===== config.mk =====
export PLATFORM = sky130hd
export DESIGN_NAME = infix_expression_lexer_checker_unit
export DESIGN_NICKNAME = d
export VERILOG_FILES = /design/src/design/iel_pkg.sv /design/src/design/iel_lexer.sv /design/src/design/iel_token_fifo.sv /design/src/design/infix_expression_lexer_checker_unit.sv
export SDC_FILE = /design/constraint.sdc
export NUM_CORES = 1
export LEC_CHECK = 0
export BUFFER_PORTS_ARGS = -buffer_cell sky130_fd_sc_hd__buf_2
export CAP_MARGIN = 20
export CELL_PAD_IN_SITES_DETAIL_PLACEMENT = 0
export CELL_PAD_IN_SITES_GLOBAL_PLACEMENT = 1
export CORE_UTILIZATION = 42
export DETAILED_ROUTE_END_ITERATION = 16
export GPL_TIMING_DRIVEN = 0
export PLACE_DENSITY_LB_ADDON = 0.3
export SLEW_MARGIN = 40
export SYNTH_ARGS = -nofsm -noshare
export SYNTH_HDL_FRONTEND = slang
export SYNTH_SLANG_ARGS = --single-unit
export TNS_END_PERCENT = 10

===== constraint.sdc =====
create_clock -name clk -period 14.3 [get_ports clk]
set_input_delay 2.86 -clock clk [delete_from_list [all_inputs] [get_ports clk]]
set_output_delay 2.86 -clock clk [all_outputs]
set_load 0.02 [all_outputs]

===== src/design/iel_pkg.sv =====
`timescale 1ns / 1ps

package iel_pkg;

  localparam int MAX_TEXT_LEN    = 65536;
  localparam int MAX_PAREN_DEPTH = 255;

  localparam int IDX_W = 16;
  localparam int IDX_CAP_INT = (MAX_TEXT_LEN - 1 > 65535) ? 65535 : MAX_TEXT_LEN - 1;
  localparam logic [IDX_W-1:0] IDX_CAP = IDX_W'(IDX_CAP_INT);

  localparam int PD_W = $clog2(MAX_PAREN_DEPTH + 1);
  localparam logic [PD_W-1:0] PD_MAX = PD_W'(MAX_PAREN_DEPTH);

  localparam int NUM_W = 31;
  localparam logic [NUM_W-1:0] NUM_SAT = {NUM_W{1'b1}};

  // token queue
  localparam int TQ_DEPTH = 4;
  localparam int TQ_AW    = $clog2(TQ_DEPTH);
  localparam int TQ_CW    = $clog2(TQ_DEPTH + 1);

  typedef enum logic [2:0] {
    ST_INIT = 3'd0,
    ST_SIGN = 3'd1,
    ST_NUM  = 3'd2,
    ST_OPR  = 3'd3,
    ST_OPEN = 3'd4,
    ST_CLOS = 3'd5,
    ST_ERR  = 3'd6
  } st_t;

  typedef enum logic [2:0] {
    EV_SPACE = 3'd0,
    EV_NUM   = 3'd1,
    EV_OPEN  = 3'd2,
    EV_CLOS  = 3'd3,
    EV_SGN   = 3'd4,
    EV_OPR   = 3'd5,
    EV_FUNC  = 3'd6,
    EV_OTH   = 3'd7
  } ev_t;

  // token kinds
  localparam logic [2:0] KIND_NUM   = 3'd0;
  localparam logic [2:0] KIND_SIGN  = 3'd1;
  localparam logic [2:0] KIND_BINOP = 3'd2;
  localparam logic [2:0] KIND_FUNC  = 3'd3;
  localparam logic [2:0] KIND_PAREN = 3'd4;
  localparam logic [2:0] KIND_END   = 3'd5;

  // binary operator details
  localparam logic [2:0] OP_ADD = 3'd0;
  localparam logic [2:0] OP_SUB = 3'd1;
  localparam logic [2:0] OP_MUL = 3'd2;
  localparam logic [2:0] OP_DIV = 3'd3;

  localparam logic [2:0] DET_NONE  = 3'd0;
  localparam logic [2:0] DET_MINUS = 3'd1;
  localparam logic [2:0] DET_CLOSE = 3'd1;

  // check status
  localparam logic [2:0] S_OK          = 3'd0;
  localparam logic [2:0] S_EXTRA_CLOSE = 3'd1;
  localparam logic [2:0] S_UNCLOSED    = 3'd2;
  localparam logic [2:0] S_EMPTY       = 3'd3;
  localparam logic [2:0] S_MISSING_OP  = 3'd4;
  localparam logic [2:0] S_BAD_CHAR    = 3'd5;
  localparam logic [2:0] S_ADJ_NUM     = 3'd6;

  // function ids
  localparam logic [2:0] FN_SQRT = 3'd0;
  localparam logic [2:0] FN_ROOT = 3'd1;
  localparam logic [2:0] FN_LN   = 3'd2;
  localparam logic [2:0] FN_LOG  = 3'd3;
  localparam logic [2:0] FN_EXP  = 3'd4;
  localparam logic [2:0] FN_ABS  = 3'd5;

  // name matcher states
  localparam logic [3:0] NM_NONE = 4'd0;
  localparam logic [3:0] NM_S    = 4'd1;
  localparam logic [3:0] NM_SQ   = 4'd2;
  localparam logic [3:0] NM_SQR  = 4'd3;
  localparam logic [3:0] NM_R    = 4'd4;
  localparam logic [3:0] NM_RO   = 4'd5;
  localparam logic [3:0] NM_ROO  = 4'd6;
  localparam logic [3:0] NM_L    = 4'd7;
  localparam logic [3:0] NM_LO   = 4'd8;
  localparam logic [3:0] NM_E    = 4'd9;
  localparam logic [3:0] NM_EX   = 4'd10;
  localparam logic [3:0] NM_A    = 4'd11;
  localparam logic [3:0] NM_AB   = 4'd12;

  // characters
  localparam logic [7:0] CH_0      = 8'h30;
  localparam logic [7:0] CH_9      = 8'h39;
  localparam logic [7:0] CH_STAR   = 8'h2A;
  localparam logic [7:0] CH_SLASH  = 8'h2F;
  localparam logic [7:0] CH_PLUS   = 8'h2B;
  localparam logic [7:0] CH_MINUS  = 8'h2D;
  localparam logic [7:0] CH_LPAREN = 8'h28;
  localparam logic [7:0] CH_RPAREN = 8'h29;
  localparam logic [7:0] CH_SPACE  = 8'h20;
  localparam logic [7:0] CH_A      = 8'h61;
  localparam logic [7:0] CH_B      = 8'h62;
  localparam logic [7:0] CH_E      = 8'h65;
  localparam logic [7:0] CH_G      = 8'h67;
  localparam logic [7:0] CH_L      = 8'h6C;
  localparam logic [7:0] CH_N      = 8'h6E;
  localparam logic [7:0] CH_O      = 8'h6F;
  localparam logic [7:0] CH_P      = 8'h70;
  localparam logic [7:0] CH_Q      = 8'h71;
  localparam logic [7:0] CH_R      = 8'h72;
  localparam logic [7:0] CH_S      = 8'h73;
  localparam logic [7:0] CH_T      = 8'h74;
  localparam logic [7:0] CH_X      = 8'h78;

  typedef struct packed {
    logic [7:0] char_code;
    logic       end_of_text;
  } in_word_t;

  typedef struct packed {
    logic [2:0]       token_kind;
    logic [2:0]       token_detail;
    logic [NUM_W-1:0] number_value;
    logic [2:0]       check_status;
    logic [IDX_W-1:0] error_position;
    logic             last_result;
  } out_word_t;

  typedef struct packed {
    logic [1:0] cnt;
    out_word_t  tok0;
    out_word_t  tok1;
  } push_t;

  function automatic ev_t iel_classify(input logic [7:0] c);
    ev_t ev;
    if (c >= CH_0 && c <= CH_9) ev = EV_NUM;
    else if (c == CH_STAR || c == CH_SLASH) ev = EV_OPR;
    else if (c == CH_PLUS || c == CH_MINUS) ev = EV_SGN;
    else if (c == CH_LPAREN) ev = EV_OPEN;
    else if (c == CH_RPAREN) ev = EV_CLOS;
    else if (c == CH_SPACE) ev = EV_SPACE;
    else ev = EV_OTH;
    return ev;
  endfunction

  // rows packed with event 7 in the top field, event 0 in the bottom
  function automatic st_t iel_next(input st_t st, input ev_t ev);
    logic [23:0] row;
    case (st)
      ST_INIT: row = {ST_ERR, ST_OPR, ST_ERR, ST_SIGN, ST_CLOS, ST_OPEN, ST_NUM, ST_INIT};
      ST_SIGN: row = {ST_ERR, ST_OPR, ST_ERR, ST_ERR, ST_ERR, ST_OPEN, ST_NUM, ST_SIGN};
      ST_NUM:  row = {ST_ERR, ST_ERR, ST_OPR, ST_OPR, ST_CLOS, ST_ERR, ST_ERR, ST_NUM};
      ST_OPR:  row = {ST_ERR, ST_OPR, ST_ERR, ST_SIGN, ST_ERR, ST_OPEN, ST_NUM, ST_OPR};
      ST_OPEN: row = {ST_ERR, ST_OPR, ST_ERR, ST_SIGN, ST_CLOS, ST_OPEN, ST_NUM, ST_OPEN};
      ST_CLOS: row = {ST_ERR, ST_ERR, ST_OPR, ST_OPR, ST_CLOS, ST_ERR, ST_ERR, ST_CLOS};
      default: row = {8{ST_ERR}};
    endcase
    return st_t'(row[3*int'(ev) +: 3]);
  endfunction

  function automatic logic [2:0] iel_err(input st_t st, input ev_t ev);
    logic [23:0] row;
    case (st)
      ST_INIT: row = {S_BAD_CHAR, S_OK, S_EMPTY, S_OK, S_EXTRA_CLOSE, S_OK, S_OK, S_OK};
      ST_SIGN: row = {S_BAD_CHAR, S_OK, S_EMPTY, S_EMPTY, S_EMPTY, S_OK, S_OK, S_OK};
      ST_NUM:  row = {S_BAD_CHAR, S_MISSING_OP, S_OK, S_OK, S_OK, S_MISSING_OP, S_ADJ_NUM,
                      S_OK};
      ST_OPR:  row = {S_BAD_CHAR, S_OK, S_EMPTY, S_OK, S_EMPTY, S_OK, S_OK, S_OK};
      ST_OPEN: row = {S_BAD_CHAR, S_OK, S_EMPTY, S_OK, S_OK, S_OK, S_OK, S_OK};
      ST_CLOS: row = {S_BAD_CHAR, S_MISSING_OP, S_OK, S_OK, S_OK, S_MISSING_OP, S_MISSING_OP,
                      S_OK};
      default: row = {8{S_BAD_CHAR}};
    endcase
    return row[3*int'(ev) +: 3];
  endfunction

  // returns 0 on mismatch, 1..12 for a partial name, 16 + id for a full name
  function automatic logic [4:0] iel_name_next(input logic [3:0] m, input logic [7:0] c);
    logic [4:0] r;
    r = {1'b0, NM_NONE};
    case (m)
      NM_NONE: begin
        if (c == CH_S) r = {1'b0, NM_S};
        else if (c == CH_R) r = {1'b0, NM_R};
        else if (c == CH_L) r = {1'b0, NM_L};
        else if (c == CH_E) r = {1'b0, NM_E};
        else if (c == CH_A) r = {1'b0, NM_A};
      end
      NM_S:   if (c == CH_Q) r = {1'b0, NM_SQ};
      NM_SQ:  if (c == CH_R) r = {1'b0, NM_SQR};
      NM_SQR: if (c == CH_T) r = {2'b10, FN_SQRT};
      NM_R:   if (c == CH_O) r = {1'b0, NM_RO};
      NM_RO:  if (c == CH_O) r = {1'b0, NM_ROO};
      NM_ROO: if (c == CH_T) r = {2'b10, FN_ROOT};
      NM_L: begin
        if (c == CH_N) r = {2'b10, FN_LN};
        else if (c == CH_O) r = {1'b0, NM_LO};
      end
      NM_LO:  if (c == CH_G) r = {2'b10, FN_LOG};
      NM_E:   if (c == CH_X) r = {1'b0, NM_EX};
      NM_EX:  if (c == CH_P) r = {2'b10, FN_EXP};
      NM_A:   if (c == CH_B) r = {1'b0, NM_AB};
      NM_AB:  if (c == CH_S) r = {2'b10, FN_ABS};
      default: r = {1'b0, NM_NONE};
    endcase
    return r;
  endfunction

  function automatic out_word_t iel_tok(input logic [2:0] kind, input logic [2:0] detail,
                                        input logic [NUM_W-1:0] value);
    out_word_t t;
    t = '0;
    t.token_kind   = kind;
    t.token_detail = detail;
    t.number_value = value;
    return t;
  endfunction

endpackage


===== src/design/iel_lexer.sv =====
`timescale 1ns / 1ps

module iel_lexer (
  input  logic              clk,
  input  logic              rst_n,
  input  logic              step,
  input  iel_pkg::in_word_t in_word,
  output iel_pkg::push_t    push
);
  import iel_pkg::*;

  st_t              parse_state_r, parse_state_nxt;
  logic [PD_W-1:0]  paren_depth_r, paren_depth_nxt;
  logic [NUM_W-1:0] number_accum_r, number_accum_nxt;
  logic             number_pending_r, number_pending_nxt;
  logic [3:0]       name_match_r, name_match_nxt;
  logic [IDX_W-1:0] char_index_r, char_index_nxt;
  logic [2:0]       error_code_r, error_code_nxt;
  logic [IDX_W-1:0] error_index_r, error_index_nxt;
  logic             halted_r, halted_nxt;

  logic [7:0]       c;
  logic             eot;
  ev_t              ev;
  st_t              ns;
  logic [2:0]       e;
  logic [4:0]       nm;
  logic [2:0]       fid;
  logic             apply_go;
  logic             do_fail;
  logic [2:0]       f_code;
  logic [IDX_W-1:0] f_pos;
  logic             emit_a;
  out_word_t        tok_a;
  out_word_t        tok_end;
  out_word_t        tok0, tok1;
  logic [1:0]       n;
  logic [NUM_W+3:0] acc_wide;
  logic [NUM_W-1:0] acc_sat;
  logic [2:0]       op_det;

  assign c   = in_word.char_code;
  assign eot = in_word.end_of_text;

  // accum * 10 + digit, saturating
  assign acc_wide = (NUM_W+4)'({number_accum_r, 3'b000}) + (NUM_W+4)'({number_accum_r, 1'b0})
                  + (NUM_W+4)'(c[3:0]);
  assign acc_sat  = (acc_wide > (NUM_W+4)'(NUM_SAT)) ? NUM_SAT : acc_wide[NUM_W-1:0];

  assign op_det = (c == CH_PLUS) ? OP_ADD : (c == CH_MINUS) ? OP_SUB :
                  (c == CH_STAR) ? OP_MUL : OP_DIV;

  always_comb begin
    parse_state_nxt    = parse_state_r;
    paren_depth_nxt    = paren_depth_r;
    number_accum_nxt   = number_accum_r;
    number_pending_nxt = number_pending_r;
    name_match_nxt     = name_match_r;
    char_index_nxt     = char_index_r;
    error_code_nxt     = error_code_r;
    error_index_nxt    = error_index_r;
    halted_nxt         = halted_r;

    tok0     = '0;
    tok1     = '0;
    tok_a    = '0;
    tok_end  = '0;
    emit_a   = 1'b0;
    n        = 2'd0;
    apply_go = 1'b0;
    do_fail  = 1'b0;
    f_code   = S_OK;
    f_pos    = '0;
    fid      = FN_SQRT;
    ev       = iel_classify(c);
    nm       = iel_name_next(name_match_r, c);
    ns       = ST_ERR;
    e        = S_OK;

    if (step && !halted_r) begin
      if (char_index_r < IDX_CAP) char_index_nxt = char_index_r + IDX_W'(1);

      if (name_match_r != NM_NONE) begin
        if (nm == 5'd0) begin
          do_fail = 1'b1;
          f_code  = S_BAD_CHAR;
          f_pos   = error_index_r;
        end else if (nm[4]) begin
          name_match_nxt = NM_NONE;
          ev             = EV_FUNC;
          fid            = nm[2:0];
          apply_go       = 1'b1;
        end else begin
          name_match_nxt = nm[3:0];
        end
      end else begin
        // flush a finished digit run ahead of this character's own token
        if (number_pending_r && ev != EV_NUM) begin
          tok0               = iel_tok(KIND_NUM, DET_NONE, number_accum_r);
          n                  = 2'd1;
          number_pending_nxt = 1'b0;
        end
        if (ev == EV_NUM && number_pending_r) begin
          number_accum_nxt = acc_sat;
        end else if (ev == EV_OTH) begin
          if (nm != 5'd0) begin
            name_match_nxt  = nm[3:0];
            error_index_nxt = char_index_r;
          end else begin
            do_fail = 1'b1;
            f_code  = S_BAD_CHAR;
            f_pos   = char_index_r;
          end
        end else begin
          apply_go = 1'b1;
        end
      end

      if (apply_go) begin
        ns = iel_next(parse_state_r, ev);
        e  = iel_err(parse_state_r, ev);
        if (ev == EV_CLOS && paren_depth_r == '0) begin
          do_fail = 1'b1;
          f_code  = S_EXTRA_CLOSE;
          f_pos   = char_index_r;
        end else if (ns == ST_ERR) begin
          do_fail = 1'b1;
          f_code  = e;
          // adjacent numbers point at the character before the second one
          f_pos   = (e == S_ADJ_NUM && char_index_r != '0) ? char_index_r - IDX_W'(1)
                                                           : char_index_r;
        end else if (ev == EV_OPEN && paren_depth_r >= PD_MAX) begin
          do_fail = 1'b1;
          f_code  = S_UNCLOSED;
          f_pos   = char_index_r;
        end else begin
          if (ev == EV_OPEN) paren_depth_nxt = paren_depth_r + PD_W'(1);
          else if (ev == EV_CLOS) paren_depth_nxt = paren_depth_r - PD_W'(1);
          parse_state_nxt = ns;
          if (ev != EV_SPACE) begin
            if (ev == EV_FUNC) begin
              tok_a  = iel_tok(KIND_FUNC, fid, '0);
              emit_a = 1'b1;
            end else if (ns == ST_SIGN) begin
              tok_a  = iel_tok(KIND_SIGN, (c == CH_MINUS) ? DET_MINUS : DET_NONE, '0);
              emit_a = 1'b1;
            end else if (ns == ST_NUM) begin
              number_pending_nxt = 1'b1;
              number_accum_nxt   = NUM_W'(c[3:0]);
            end else if (ns == ST_OPR) begin
              tok_a  = iel_tok(KIND_BINOP, op_det, '0);
              emit_a = 1'b1;
            end else begin
              tok_a  = iel_tok(KIND_PAREN, (c == CH_RPAREN) ? DET_CLOSE : DET_NONE, '0);
              emit_a = 1'b1;
            end
          end
        end
      end

      if (emit_a) begin
        if (n == 2'd0) tok0 = tok_a;
        else tok1 = tok_a;
        n = n + 2'd1;
      end

      if (do_fail) begin
        error_code_nxt  = f_code;
        error_index_nxt = f_pos;
        halted_nxt      = 1'b1;
        parse_state_nxt = ST_ERR;
        name_match_nxt  = NM_NONE;
      end

      if (eot && !halted_nxt) begin
        if (name_match_nxt != NM_NONE) begin
          error_code_nxt  = S_BAD_CHAR;
          halted_nxt      = 1'b1;
          parse_state_nxt = ST_ERR;
          name_match_nxt  = NM_NONE;
        end else begin
          if (number_pending_nxt && n != 2'd2) begin
            if (n == 2'd0) tok0 = iel_tok(KIND_NUM, DET_NONE, number_accum_nxt);
            else tok1 = iel_tok(KIND_NUM, DET_NONE, number_accum_nxt);
            n                  = n + 2'd1;
            number_pending_nxt = 1'b0;
          end
          if (parse_state_nxt == ST_OPR || parse_state_nxt == ST_SIGN)
            error_code_nxt = S_EMPTY;
          else if (paren_depth_nxt != '0)
            error_code_nxt = S_UNCLOSED;
          else
            error_code_nxt = S_OK;
          error_index_nxt = char_index_r;
        end
      end
    end

    if (step && eot) begin
      tok_end                = '0;
      tok_end.token_kind     = KIND_END;
      tok_end.check_status   = error_code_nxt;
      tok_end.error_position = error_index_nxt;
      tok_end.last_result    = 1'b1;
      // at most two words per character: the end word displaces the second one
      if (n == 2'd0) begin
        tok0 = tok_end;
        n    = 2'd1;
      end else begin
        tok1 = tok_end;
        n    = 2'd2;
      end
      parse_state_nxt    = ST_INIT;
      paren_depth_nxt    = '0;
      number_accum_nxt   = '0;
      number_pending_nxt = 1'b0;
      name_match_nxt     = NM_NONE;
      char_index_nxt     = '0;
      error_code_nxt     = S_OK;
      error_index_nxt    = '0;
      halted_nxt         = 1'b0;
    end
  end

  assign push.cnt  = n;
  assign push.tok0 = tok0;
  assign push.tok1 = tok1;

  always_ff @(posedge clk) begin
    if (!rst_n) begin
      parse_state_r    <= ST_INIT;
      paren_depth_r    <= '0;
      number_accum_r   <= '0;
      number_pending_r <= 1'b0;
      name_match_r     <= NM_NONE;
      char_index_r     <= '0;
      error_code_r     <= S_OK;
      error_index_r    <= '0;
      halted_r         <= 1'b0;
    end else begin
      parse_state_r    <= parse_state_nxt;
      paren_depth_r    <= paren_depth_nxt;
      number_accum_r   <= number_accum_nxt;
      number_pending_r <= number_pending_nxt;
      name_match_r     <= name_match_nxt;
      char_index_r     <= char_index_nxt;
      error_code_r     <= error_code_nxt;
      error_index_r    <= error_index_nxt;
      halted_r         <= halted_nxt;
    end
  end

  a_halt_err: assert property (@(posedge clk) disable iff (!rst_n)
    halted_r |-> parse_state_r == ST_ERR)
    else $error("halted without error state");

  a_err_halt: assert property (@(posedge clk) disable iff (!rst_n)
    parse_state_r == ST_ERR |-> halted_r)
    else $error("error state without halt");

  a_name_no_num: assert property (@(posedge clk) disable iff (!rst_n)
    name_match_r != NM_NONE |-> !number_pending_r)
    else $error("name match while a number is pending");

  a_eot_clear: assert property (@(posedge clk) disable iff (!rst_n)
    (step && eot) |=> (char_index_r == '0 && !halted_r && paren_depth_r == '0))
    else $error("state not cleared after end of text");

endmodule


===== src/design/iel_token_fifo.sv =====
`timescale 1ns / 1ps

module iel_token_fifo (
  input  logic               clk,
  input  logic               rst_n,
  input  iel_pkg::push_t     push,
  output logic               almost_full,
  output logic               out_valid,
  input  logic               out_stall,
  output iel_pkg::out_word_t out_word
);
  import iel_pkg::*;

  localparam logic [TQ_CW-1:0] Q_HIGH = TQ_CW'(TQ_DEPTH - 2);

  out_word_t        mem_r [TQ_DEPTH];
  logic [TQ_AW-1:0] wr_ptr_r, wr_ptr_nxt;
  logic [TQ_AW-1:0] rd_ptr_r, rd_ptr_nxt;
  logic [TQ_CW-1:0] count_r, count_nxt;
  logic             pop;

  assign out_valid   = (count_r != '0);
  assign out_word    = mem_r[rd_ptr_r];
  assign pop         = out_valid && !out_stall;
  // keep room for two words from the next character
  assign almost_full = (count_r > Q_HIGH);

  always_comb begin
    wr_ptr_nxt = wr_ptr_r + TQ_AW'(push.cnt);
    rd_ptr_nxt = rd_ptr_r + TQ_AW'(pop);
    count_nxt  = count_r + TQ_CW'(push.cnt) - TQ_CW'(pop);
  end

  always_ff @(posedge clk) begin
    if (push.cnt != 2'd0) mem_r[wr_ptr_r] <= push.tok0;
    if (push.cnt == 2'd2) mem_r[wr_ptr_r + TQ_AW'(1)] <= push.tok1;
  end

  always_ff @(posedge clk) begin
    if (!rst_n) begin
      wr_ptr_r <= '0;
      rd_ptr_r <= '0;
      count_r  <= '0;
    end else begin
      wr_ptr_r <= wr_ptr_nxt;
      rd_ptr_r <= rd_ptr_nxt;
      count_r  <= count_nxt;
    end
  end

  a_no_overflow: assert property (@(posedge clk) disable iff (!rst_n)
    push.cnt != 2'd0 |-> count_r <= Q_HIGH)
    else $error("push into token queue without room");

  a_count_range: assert property (@(posedge clk) disable iff (!rst_n)
    count_r <= TQ_CW'(TQ_DEPTH))
    else $error("token queue count out of range");

  a_ptr_gap: assert property (@(posedge clk) disable iff (!rst_n)
    TQ_AW'(wr_ptr_r - rd_ptr_r) == count_r[TQ_AW-1:0])
    else $error("token queue pointers disagree with count");

endmodule


===== src/design/infix_expression_lexer_checker_unit.sv =====
`timescale 1ns / 1ps

// Infix expression lexer and checker.
// Input channel (in_valid / in_stall / in_word): one ASCII character per word,
// with end_of_text set on the last character of an expression.
// Output channel (out_valid / out_stall / out_word): token words in order:
// numbers, signs, binary operators, functions, parentheses, and one end word
// (last_result = 1) per expression carrying check_status and error_position.
// A character's tokens are written into a registered token queue when it is
// accepted. Throughput: one character per cycle while the output keeps up.
// A character that closes a digit run and has a token of its own, or the
// final character, can yield two words; the output then drains one word per
// cycle while out_stall is low from a four-word token queue, and in_stall
// rises while more than two words wait in it.
// Reset clears the parser state and empties the queue; the next character
// is the first of a new expression. After each end word the parser also
// returns to its reset state. While out_stall is high the queued words hold
// and input is taken until the queue nears full.
module infix_expression_lexer_checker_unit (
  input  logic               clk,
  input  logic               rst_n,
  input  logic               in_valid,
  output logic               in_stall,
  input  iel_pkg::in_word_t  in_word,
  output logic               out_valid,
  input  logic               out_stall,
  output iel_pkg::out_word_t out_word
);
  import iel_pkg::*;

  push_t push;
  logic  step;
  logic  almost_full;

  assign in_stall = almost_full;
  assign step     = in_valid && !almost_full;

  iel_lexer u_lexer (
    .clk     (clk),
    .rst_n   (rst_n),
    .step    (step),
    .in_word (in_word),
    .push    (push)
  );

  iel_token_fifo u_fifo (
    .clk         (clk),
    .rst_n       (rst_n),
    .push        (push),
    .almost_full (almost_full),
    .out_valid   (out_valid),
    .out_stall   (out_stall),
    .out_word    (out_word)
  );

endmodule

==> metrics.md, run 1 <==
| Metric | Value |
|---|---|
| DPL Wire Length | `49550 um` |
| Post-route setup slack | `5.671 ns` |
| CP Launch Type | `primary input` |
| Gate Count Post-Synth | `2046` |
| First-pass DRT Iterations | `6` |
| Area growth from synthesis to layout | `13.36%` |
| PwrDens | `119.7 nW/um2` |
| Antenna fix cells | `0` |
| Yosys warnings | `0` |
| Die Height | `219.5 um` |
| CP Capture Type | `register` |
| Setup CP Type | `primary input to register` |
| Initial DRC count | `2039` |
| Vias | `17458` |
| Largest net degree at the start of global routing | `18` |
| Layout cells sized above 1 | `14.03%` |
| Worst hold path depth | `2` |
| CTS max path bufs | `3` |
| Clk_skew | `0.01531 ns` |
| Arrival time worst endpoint | `8.86 ns` |
| Worst-path maximum fanout | `16` |
| Syn Nets | `2135` |
| Setup WS pre-CTS | `5.250 ns` |
| Max-slew headroom | `38.92%` |
| Fin crit share | `60.34%` |
| Final Hold Fails | `0` |
| Tightest Hold Check Type | `register to register` |
| Slew Viols, Final | `0` |
| Routed Wire Length | `66480 um` |
| # Max-Cap Violations | `0` |
| Routed wire per std cell | `23.72 um` |
| Simple-gate share of the synthesized area | `20.64%` |
| Worst slew pin tran | `0.9091 ns` |
| Mean Syn Cell Area | `9.710 um2` |
| Post-synth design cell area | `19870 um2` |
| Fin cells | `2803` |
| Remaining global-route overflow | `0` |
| Worst hold start | `u_lexer.number_accum_r[20]$_SDFFE_PP0P_` |
| Layout fillers | `4336` |
| Vias per inst | `6.228` |
| Clock Tree Root | `clkbuf_16` |
| Core ar. | `46560 um2` |
| Final Total Pwr | `2.695 mW` |
| Reg2reg setup slack | `8.04 ns` |
| CTS Hold Buffers Added | `0` |
| Post-CTS setup buffer count | `0` |
| CTS Sinks | `318` |
| IO buf count | `70` |
| Adder-Cell Fraction of Synth Area | `4.900%` |
| Post-CTS resize count | `0` |
| Netlist cell types | `107` |
| Outcome | `completed` |
| Setup violators final | `0` |
| Leakage | `8.255 nW` |
| Post-route ant nets | `0` |
| CP endpoint | `u_fifo.mem_r[1][32]$_DFFE_PP_` |
| FFs w/ async S/R, synth | `0%` |
| Critical Path Source | `in_word[1]` |
| Primary FF master, synth | `edfxtp_1` |
| CP Data Required Time | `14.53 ns` |
| Cts bufs inserted | `35` |
| Fmax | `115.9 MHz` |
| Nets | `2260` |
| Detailed-route DRC error count | `0` |
| Vias in the first global route | `16465` |
| Initial antenna violation count | `0` |
| Io pins | `72` |
| Placed cells | `2740` |
| H-tree levels | `2` |
| Die Span X | `219.5 um` |
| Main combinational cell family by area after synthesis | `simple AND/OR/NAND/NOR gates` |
| Post-synthesis mux area share | `8.118%` |
| Final min period | `8.629 ns` |
| Compound-cell area share of the yosys netlist | `16.65%` |
| Reg2reg start | `u_lexer.name_match_r[2]$_SDFFE_PP0P_` |
| GRT Util Overall | `27.21%` |
| RSZ-0062 raised after global routing | `false` |
| Initial Utilization | `42.67%` |
| Placer Congestion | `0.9554` |
| Row count | `79` |
| Clk Latency, worst-skew pair | `0.53 ns` |
| Reg2Reg Depth | `20` |
| Yosys reg bits | `318` |
| Reg2Reg Capture Point | `u_fifo.mem_r[1][32]$_DFFE_PP_` |
| Clock Pin Slew Worst Setup and Hold Paths | `0.07 ns` |
| Seq/Total Area, Yosys | `43.53%` |
| First-pass GRT wire length | `99880 um` |
| Hold slack | `0.5269 ns` |
| Post-synth EDFFs | `228` |
| Die area | `48180 um2` |
| Synth Area in XOR/XNOR | `2.557%` |
| CTS tree | `yes` |
| Worst IR Drop VDD | `0.0001304 V` |
-- power by group --
| part | switching [mW] | internal [mW] |
|---|---|---|
| registers | 0.0269 | 1.05 |
| clock network | 0.383 | 0.497 |
| logic | 0.479 | 0.260 |
-- kinds of logic after synthesis --
kind of cell	Yosys count
and+or+nand+nor	841
AOI/OAI and AO/OA	489
DFF	318
buffers and inverters	175
muxes	89
adders and majority gates	76
xor gates and xnor gates	58
-- Yosys cell counts, drive strengths merged (8+ instances only) --
cell	n	share of area, %
inv	44	0.83
a21boi	10	0.42
a21oi	136	3.5
nand2b	21	0.66
a211oi	18	0.79
o31a	8	0.35
nand3b	8	0.30
xor2	26	1.1
mux4	57	6.5
a21o	28	1.1
o211ai	15	0.59
nor4b	11	0.55
o22ai	9	0.28
nor2	333	6.3
or3	19	0.60
or2	8	0.25
and2	26	0.82
buf	49	1.2
a31oi	22	0.69
nor4	26	0.85
edfxtp	228	34
nor3b	11	0.47
clkbuf	81	1.5
nand2	145	2.8
dfxtp	90	9.1
nand3	64	1.6
o2111ai	11	0.60
o21ai	115	3.1
nor3	59	1.5
mux2i	28	1.4
and3	21	0.66
xnor2	32	1.4
a22oi	24	0.91
ha	73	4.6
nor2b	18	0.57
nand4	42	1.3
a311oi	8	0.38
-- critical path, cell delays in order --
cell,delay [ns]
buf_2,0.14
clkbuf_1,0.23
nor4_1,0.49
nand4_1,0.15
a21boi_1,0.58
nor4_1,0.17
buf_2,0.23
mux2i_1,0.27
a21oi_2,0.41
nand2b_1,0.22
inv_1,0.09
ha_1,0.23
a2111o_1,0.36
a221oi_4,0.46
mux2i_1,0.51
nor2_1,0.23
a21o_1,0.29
nor2_4,0.38
buf_16,0.21
buf_16,0.16
buf_8,0.19
-- metrics by stage --
stage / TNS [ns] / util [%] / cell area (um2)
final: 0 / 48.38 / 22520
after global routing: 0 / 48.38 / 22520
after CTS: 0 / 48.31 / 22490
after detailed placement: 0 / 45.95 / 21390
after global placement: -118.78 / 45.06 / 20980
after floorplan: 0 / - / 19870
-- cell type report --
| cell class | count | area, um2 | area share, % |
|---|---|---|---|
| clock buffers | 44 | 959.7 | 4.261 |
| repair buffers | 88 | 694.4 | 3.083 |
| clock inverters | 18 | 141.4 | 0.6278 |
| well taps | 607 | 759.5 | 3.372 |
| plain buffers | 130 | 555.5 | 2.467 |
| flip-flops and latches | 318 | 8648 | 38.40 |
| inverters | 45 | 168.9 | 0.7500 |
| multi-input cells | 1553 | 10590 | 47.04 |
-- worst min path at each step --
stage	to
after floorplan	u_lexer.number_accum_r[12]$_SDFFE_PP0P_
after global placement	u_lexer.number_accum_r[15]$_SDFFE_PP0P_
after detailed placement	u_lexer.number_accum_r[20]$_SDFFE_PP0P_
after CTS	u_lexer.number_accum_r[20]$_SDFFE_PP0P_
after global routing	u_lexer.number_accum_r[22]$_SDFFE_PP0P_
final	u_lexer.number_accum_r[20]$_SDFFE_PP0P_
-- cell usage in the layout, fill, tap and decap left out, types with 57 or more instances in the layout --
cell type | Yosys | final
buf_2 | 29 | 105
nand2_1 | 144 | 144
nand3_1 | 63 | 63
dfxtp_1 | 90 | 90
clkbuf_1 | 81 | 84
ha_1 | 73 | 73
a21oi_1 | 132 | 131
nor2_1 | 333 | 331
mux4_2 | 57 | 57
o21ai_0 | 101 | 95
edfxtp_1 | 228 | 228
-- sequential cells by signal (all words and copies together) (netlist names) --
name                      flops
u_lexer.paren_depth_r         8
u_lexer.halted_r              1
u_lexer.char_index_r         16
u_fifo.rd_ptr_r               2
u_lexer.number_pending_r      1
u_lexer.name_match_r          4
u_lexer.error_index_r        16
u_fifo.mem_r                228
u_lexer.number_accum_r       31
u_lexer.error_code_r          3
u_fifo.count_r                3
u_lexer.parse_state_r         3
u_fifo.wr_ptr_r               2
-- layer usage --
layer | global-route usage (%) | part of all wire, %
met5 | 0 | 0
met4 | 8.287 | 2.6
met1 | 38.91 | 44
met2 | 42.52 | 45
met3 | 3.823 | 7.8
(Power assumes the default switching activity.)
==> run 2: changes to the inputs <==
- clock period: 14.3 -> 6.9 ns (I/O delays scaled with it)
==> run 2 against run 1 <==
  * Die area is the same
  * Critical endpoint is now u_fifo.mem_r[1][35]$_DFFE_PP_
  * Clock power grew 120%
  * Highest routed layer unchanged
  * Cell area grew 0.54%
  * Final cell count grew 0.36%
==> metrics.md, run 2 (synthesis results as in run 1) <==
| Metric | Value |
|---|---|
| Outcome | `completed` |
| Reg with most FFs | `u_fifo.mem_r` |
| Io pins | `72` |
| Worst slew pin tran | `0.9179 ns` |
| Slew Viols, Final | `0` |
| CTS tree | `yes` |
| Placer Congestion | `0.9651` |
| CTS Sinks | `318` |
| Vias in the first global route | `16607` |
| Post-Place Cell Area | `21360 um2` |
| CP Capture Type | `register` |
| Die Height | `219.5 um` |
| Die Span X | `219.5 um` |
| Core ar. | `46560 um2` |
| Cts bufs inserted | `36` |
| Vias | `17278` |
| Detailed-route DRC error count | `0` |
| CP Launch Type | `primary input` |
| Biggest registers after layout | `u_fifo.mem_r: 228 flops, u_lexer.number_accum_r: 31 flops` |
| Vias per inst | `6.142` |
| Fmax | `153.8 MHz` |
| Row count | `79` |
| GRT Util Overall | `27.30%` |
| Largest net degree at the start of global routing | `17` |
| Post-route ant nets | `0` |
| Fin crit share | `94.23%` |
| Clk Latency, worst-skew pair | `0.54 ns` |
| Initial Utilization | `42.67%` |
| Clock Pin Slew Worst Setup and Hold Paths | `0.07 ns` |
| Layout fillers | `4379` |
| Clk_skew | `0.02292 ns` |
| Setup CP Type | `primary input to register` |
| Initial antenna violation count | `0` |
| Area growth from synthesis to layout | `13.98%` |
| Most common library cell in the layout ignoring fill and taps | `nor2_1` |
| Worst IR Drop VDD | `0.0002999 V` |
| IO buf count | `70` |
| Initial DRC count | `1991` |
| Hold slack | `0.5229 ns` |
| Tightest Hold Check Type | `register to register` |
| Most frequent cells in the layout | `331 x nor2_1, 228 x edfxtp_1, 144 x nand2_1` |
| Post-route setup slack | `0.3982 ns` |
| Setup violators final | `0` |
| Reg area | `8648 um2` |
| Worst-path maximum fanout | `16` |
| # Max-Cap Violations | `0` |
| CTS max path bufs | `3` |
| Routed Wire Length | `65910 um` |
| PwrDens | `251.1 nW/um2` |
| CP Data Required Time | `7.13 ns` |
| DPL Wire Length | `49840 um` |
| CTS Hold Buffers Added | `0` |
| H-tree levels | `2` |
| Antenna fix cells | `0` |
| Remaining global-route overflow | `0` |
| Nets | `2267` |
| Final min period | `6.502 ns` |
| First-pass DRT Iterations | `6` |
| Cell area after layout | `22640 um2` |
| Reg2reg start | `u_lexer.number_accum_r[0]$_SDFFE_PP0P_` |
| Max-slew headroom | `38.81%` |
| Critical Path Source | `in_word[3]` |
| RSZ-0062 raised after global routing | `false` |
| First-pass GRT wire length | `100500 um` |
| Multi-input gate area | `10620 um2` |
| Arrival time worst endpoint | `6.74 ns` |
| Setup WS pre-CTS | `-0.7880 ns` |
| Die area | `48180 um2` |
| Final Hold Fails | `0` |
| Clock Tree Root | `clkbuf_16` |
| Worst hold start | `u_lexer.number_accum_r[12]$_SDFFE_PP0P_` |
| Routed wire per std cell | `23.43 um` |
| Leakage | `8.290 nW` |
| Number of flip-flops in the largest register | `228` |
| Layout cells sized above 1 | `14.32%` |
-- run 2: path summary, 6_finish.rpt --
check             cells after the start  slack, ns                                 endpoint
setup / recovery                     20       0.40            u_fifo.mem_r[1][35]$_DFFE_PP_
setup reg to reg                     17       0.99            u_fifo.mem_r[1][46]$_DFFE_PP_
hold reg to reg                       2       0.52  u_lexer.number_accum_r[12]$_SDFFE_PP0P_
hold / removal                        2       0.52  u_lexer.number_accum_r[12]$_SDFFE_PP0P_
-- run 2: worst max-delay path, stage by stage --
cell and delay [ns]:
buf_2 0.16, buf_2 0.23, and4b_1 0.24, o31a_1 0.40, or4_1 0.44, nor3_2 0.36
o31ai_1 0.26, a21oi_2 0.26, nand2b_1 0.22, inv_1 0.09, ha_1 0.23, a2111o_1 0.35
a221oi_4 0.36, mux2i_2 0.38, nor2_1 0.19, a21o_1 0.27, nor2_4 0.31, buf_8 0.22
buf_8 0.18, buf_16 0.17
-- run 2: timing repair --
item / in CTS / in global routing
setup buffers: 0 / 6
resized for setup: 2 / 4
pin swaps: 0 / 2
setup endpoints to repair: 64 / 145
-- run 2: cell type report --
class	count	share of cell area, %
Inverter	45	0.7460
Multi-Input combinational cell	1553	46.91
Clock inverter	13	0.5747
Timing Repair Buffer	94	3.144
Tap cell	607	3.354
Clock buffer	53	4.625
Buffer	130	2.453
Sequential cell	318	38.19
-- run 2: routing by layer --
metal | global-route usage [%] | part of all wire (%) | up-vias
li1 | - | - | 7988
met1 | 39.10 | 45 | 8433
met2 | 42.81 | 45 | 742
met3 | 3.823 | 7.5 | 115
met4 | 7.847 | 2.6 | 0
met5 | 0 | 0 | -
-- run 2: report_power, final --
| group | switching [mW] | total, mW | internal, mW |
|---|---|---|---|
| Sequential | 0.0564 | 2.23 | 2.18 |
| Combinational | 0.991 | 1.53 | 0.538 |
| Clock | 0.793 | 1.93 | 1.13 |
| Total | 1.84 | 5.69 | 3.85 |
-- run 2: per-stage QoR --
stage | power, mW | instances | util (%) | TNS, ns
6_report | 5.686 | 2813 | 48.64 | 0
5_1_grt | 5.892 | 2813 | 48.64 | 0
4_1_cts | 5.688 | 2807 | 48.43 | 0
3_5_place_dp | 3.783 | 2741 | 45.88 | -136.21
3_3_place_gp | 3.733 | 2723 | 45.07 | -917.49
2_1_floorplan | 3.255 | 2046 | - | -117.76
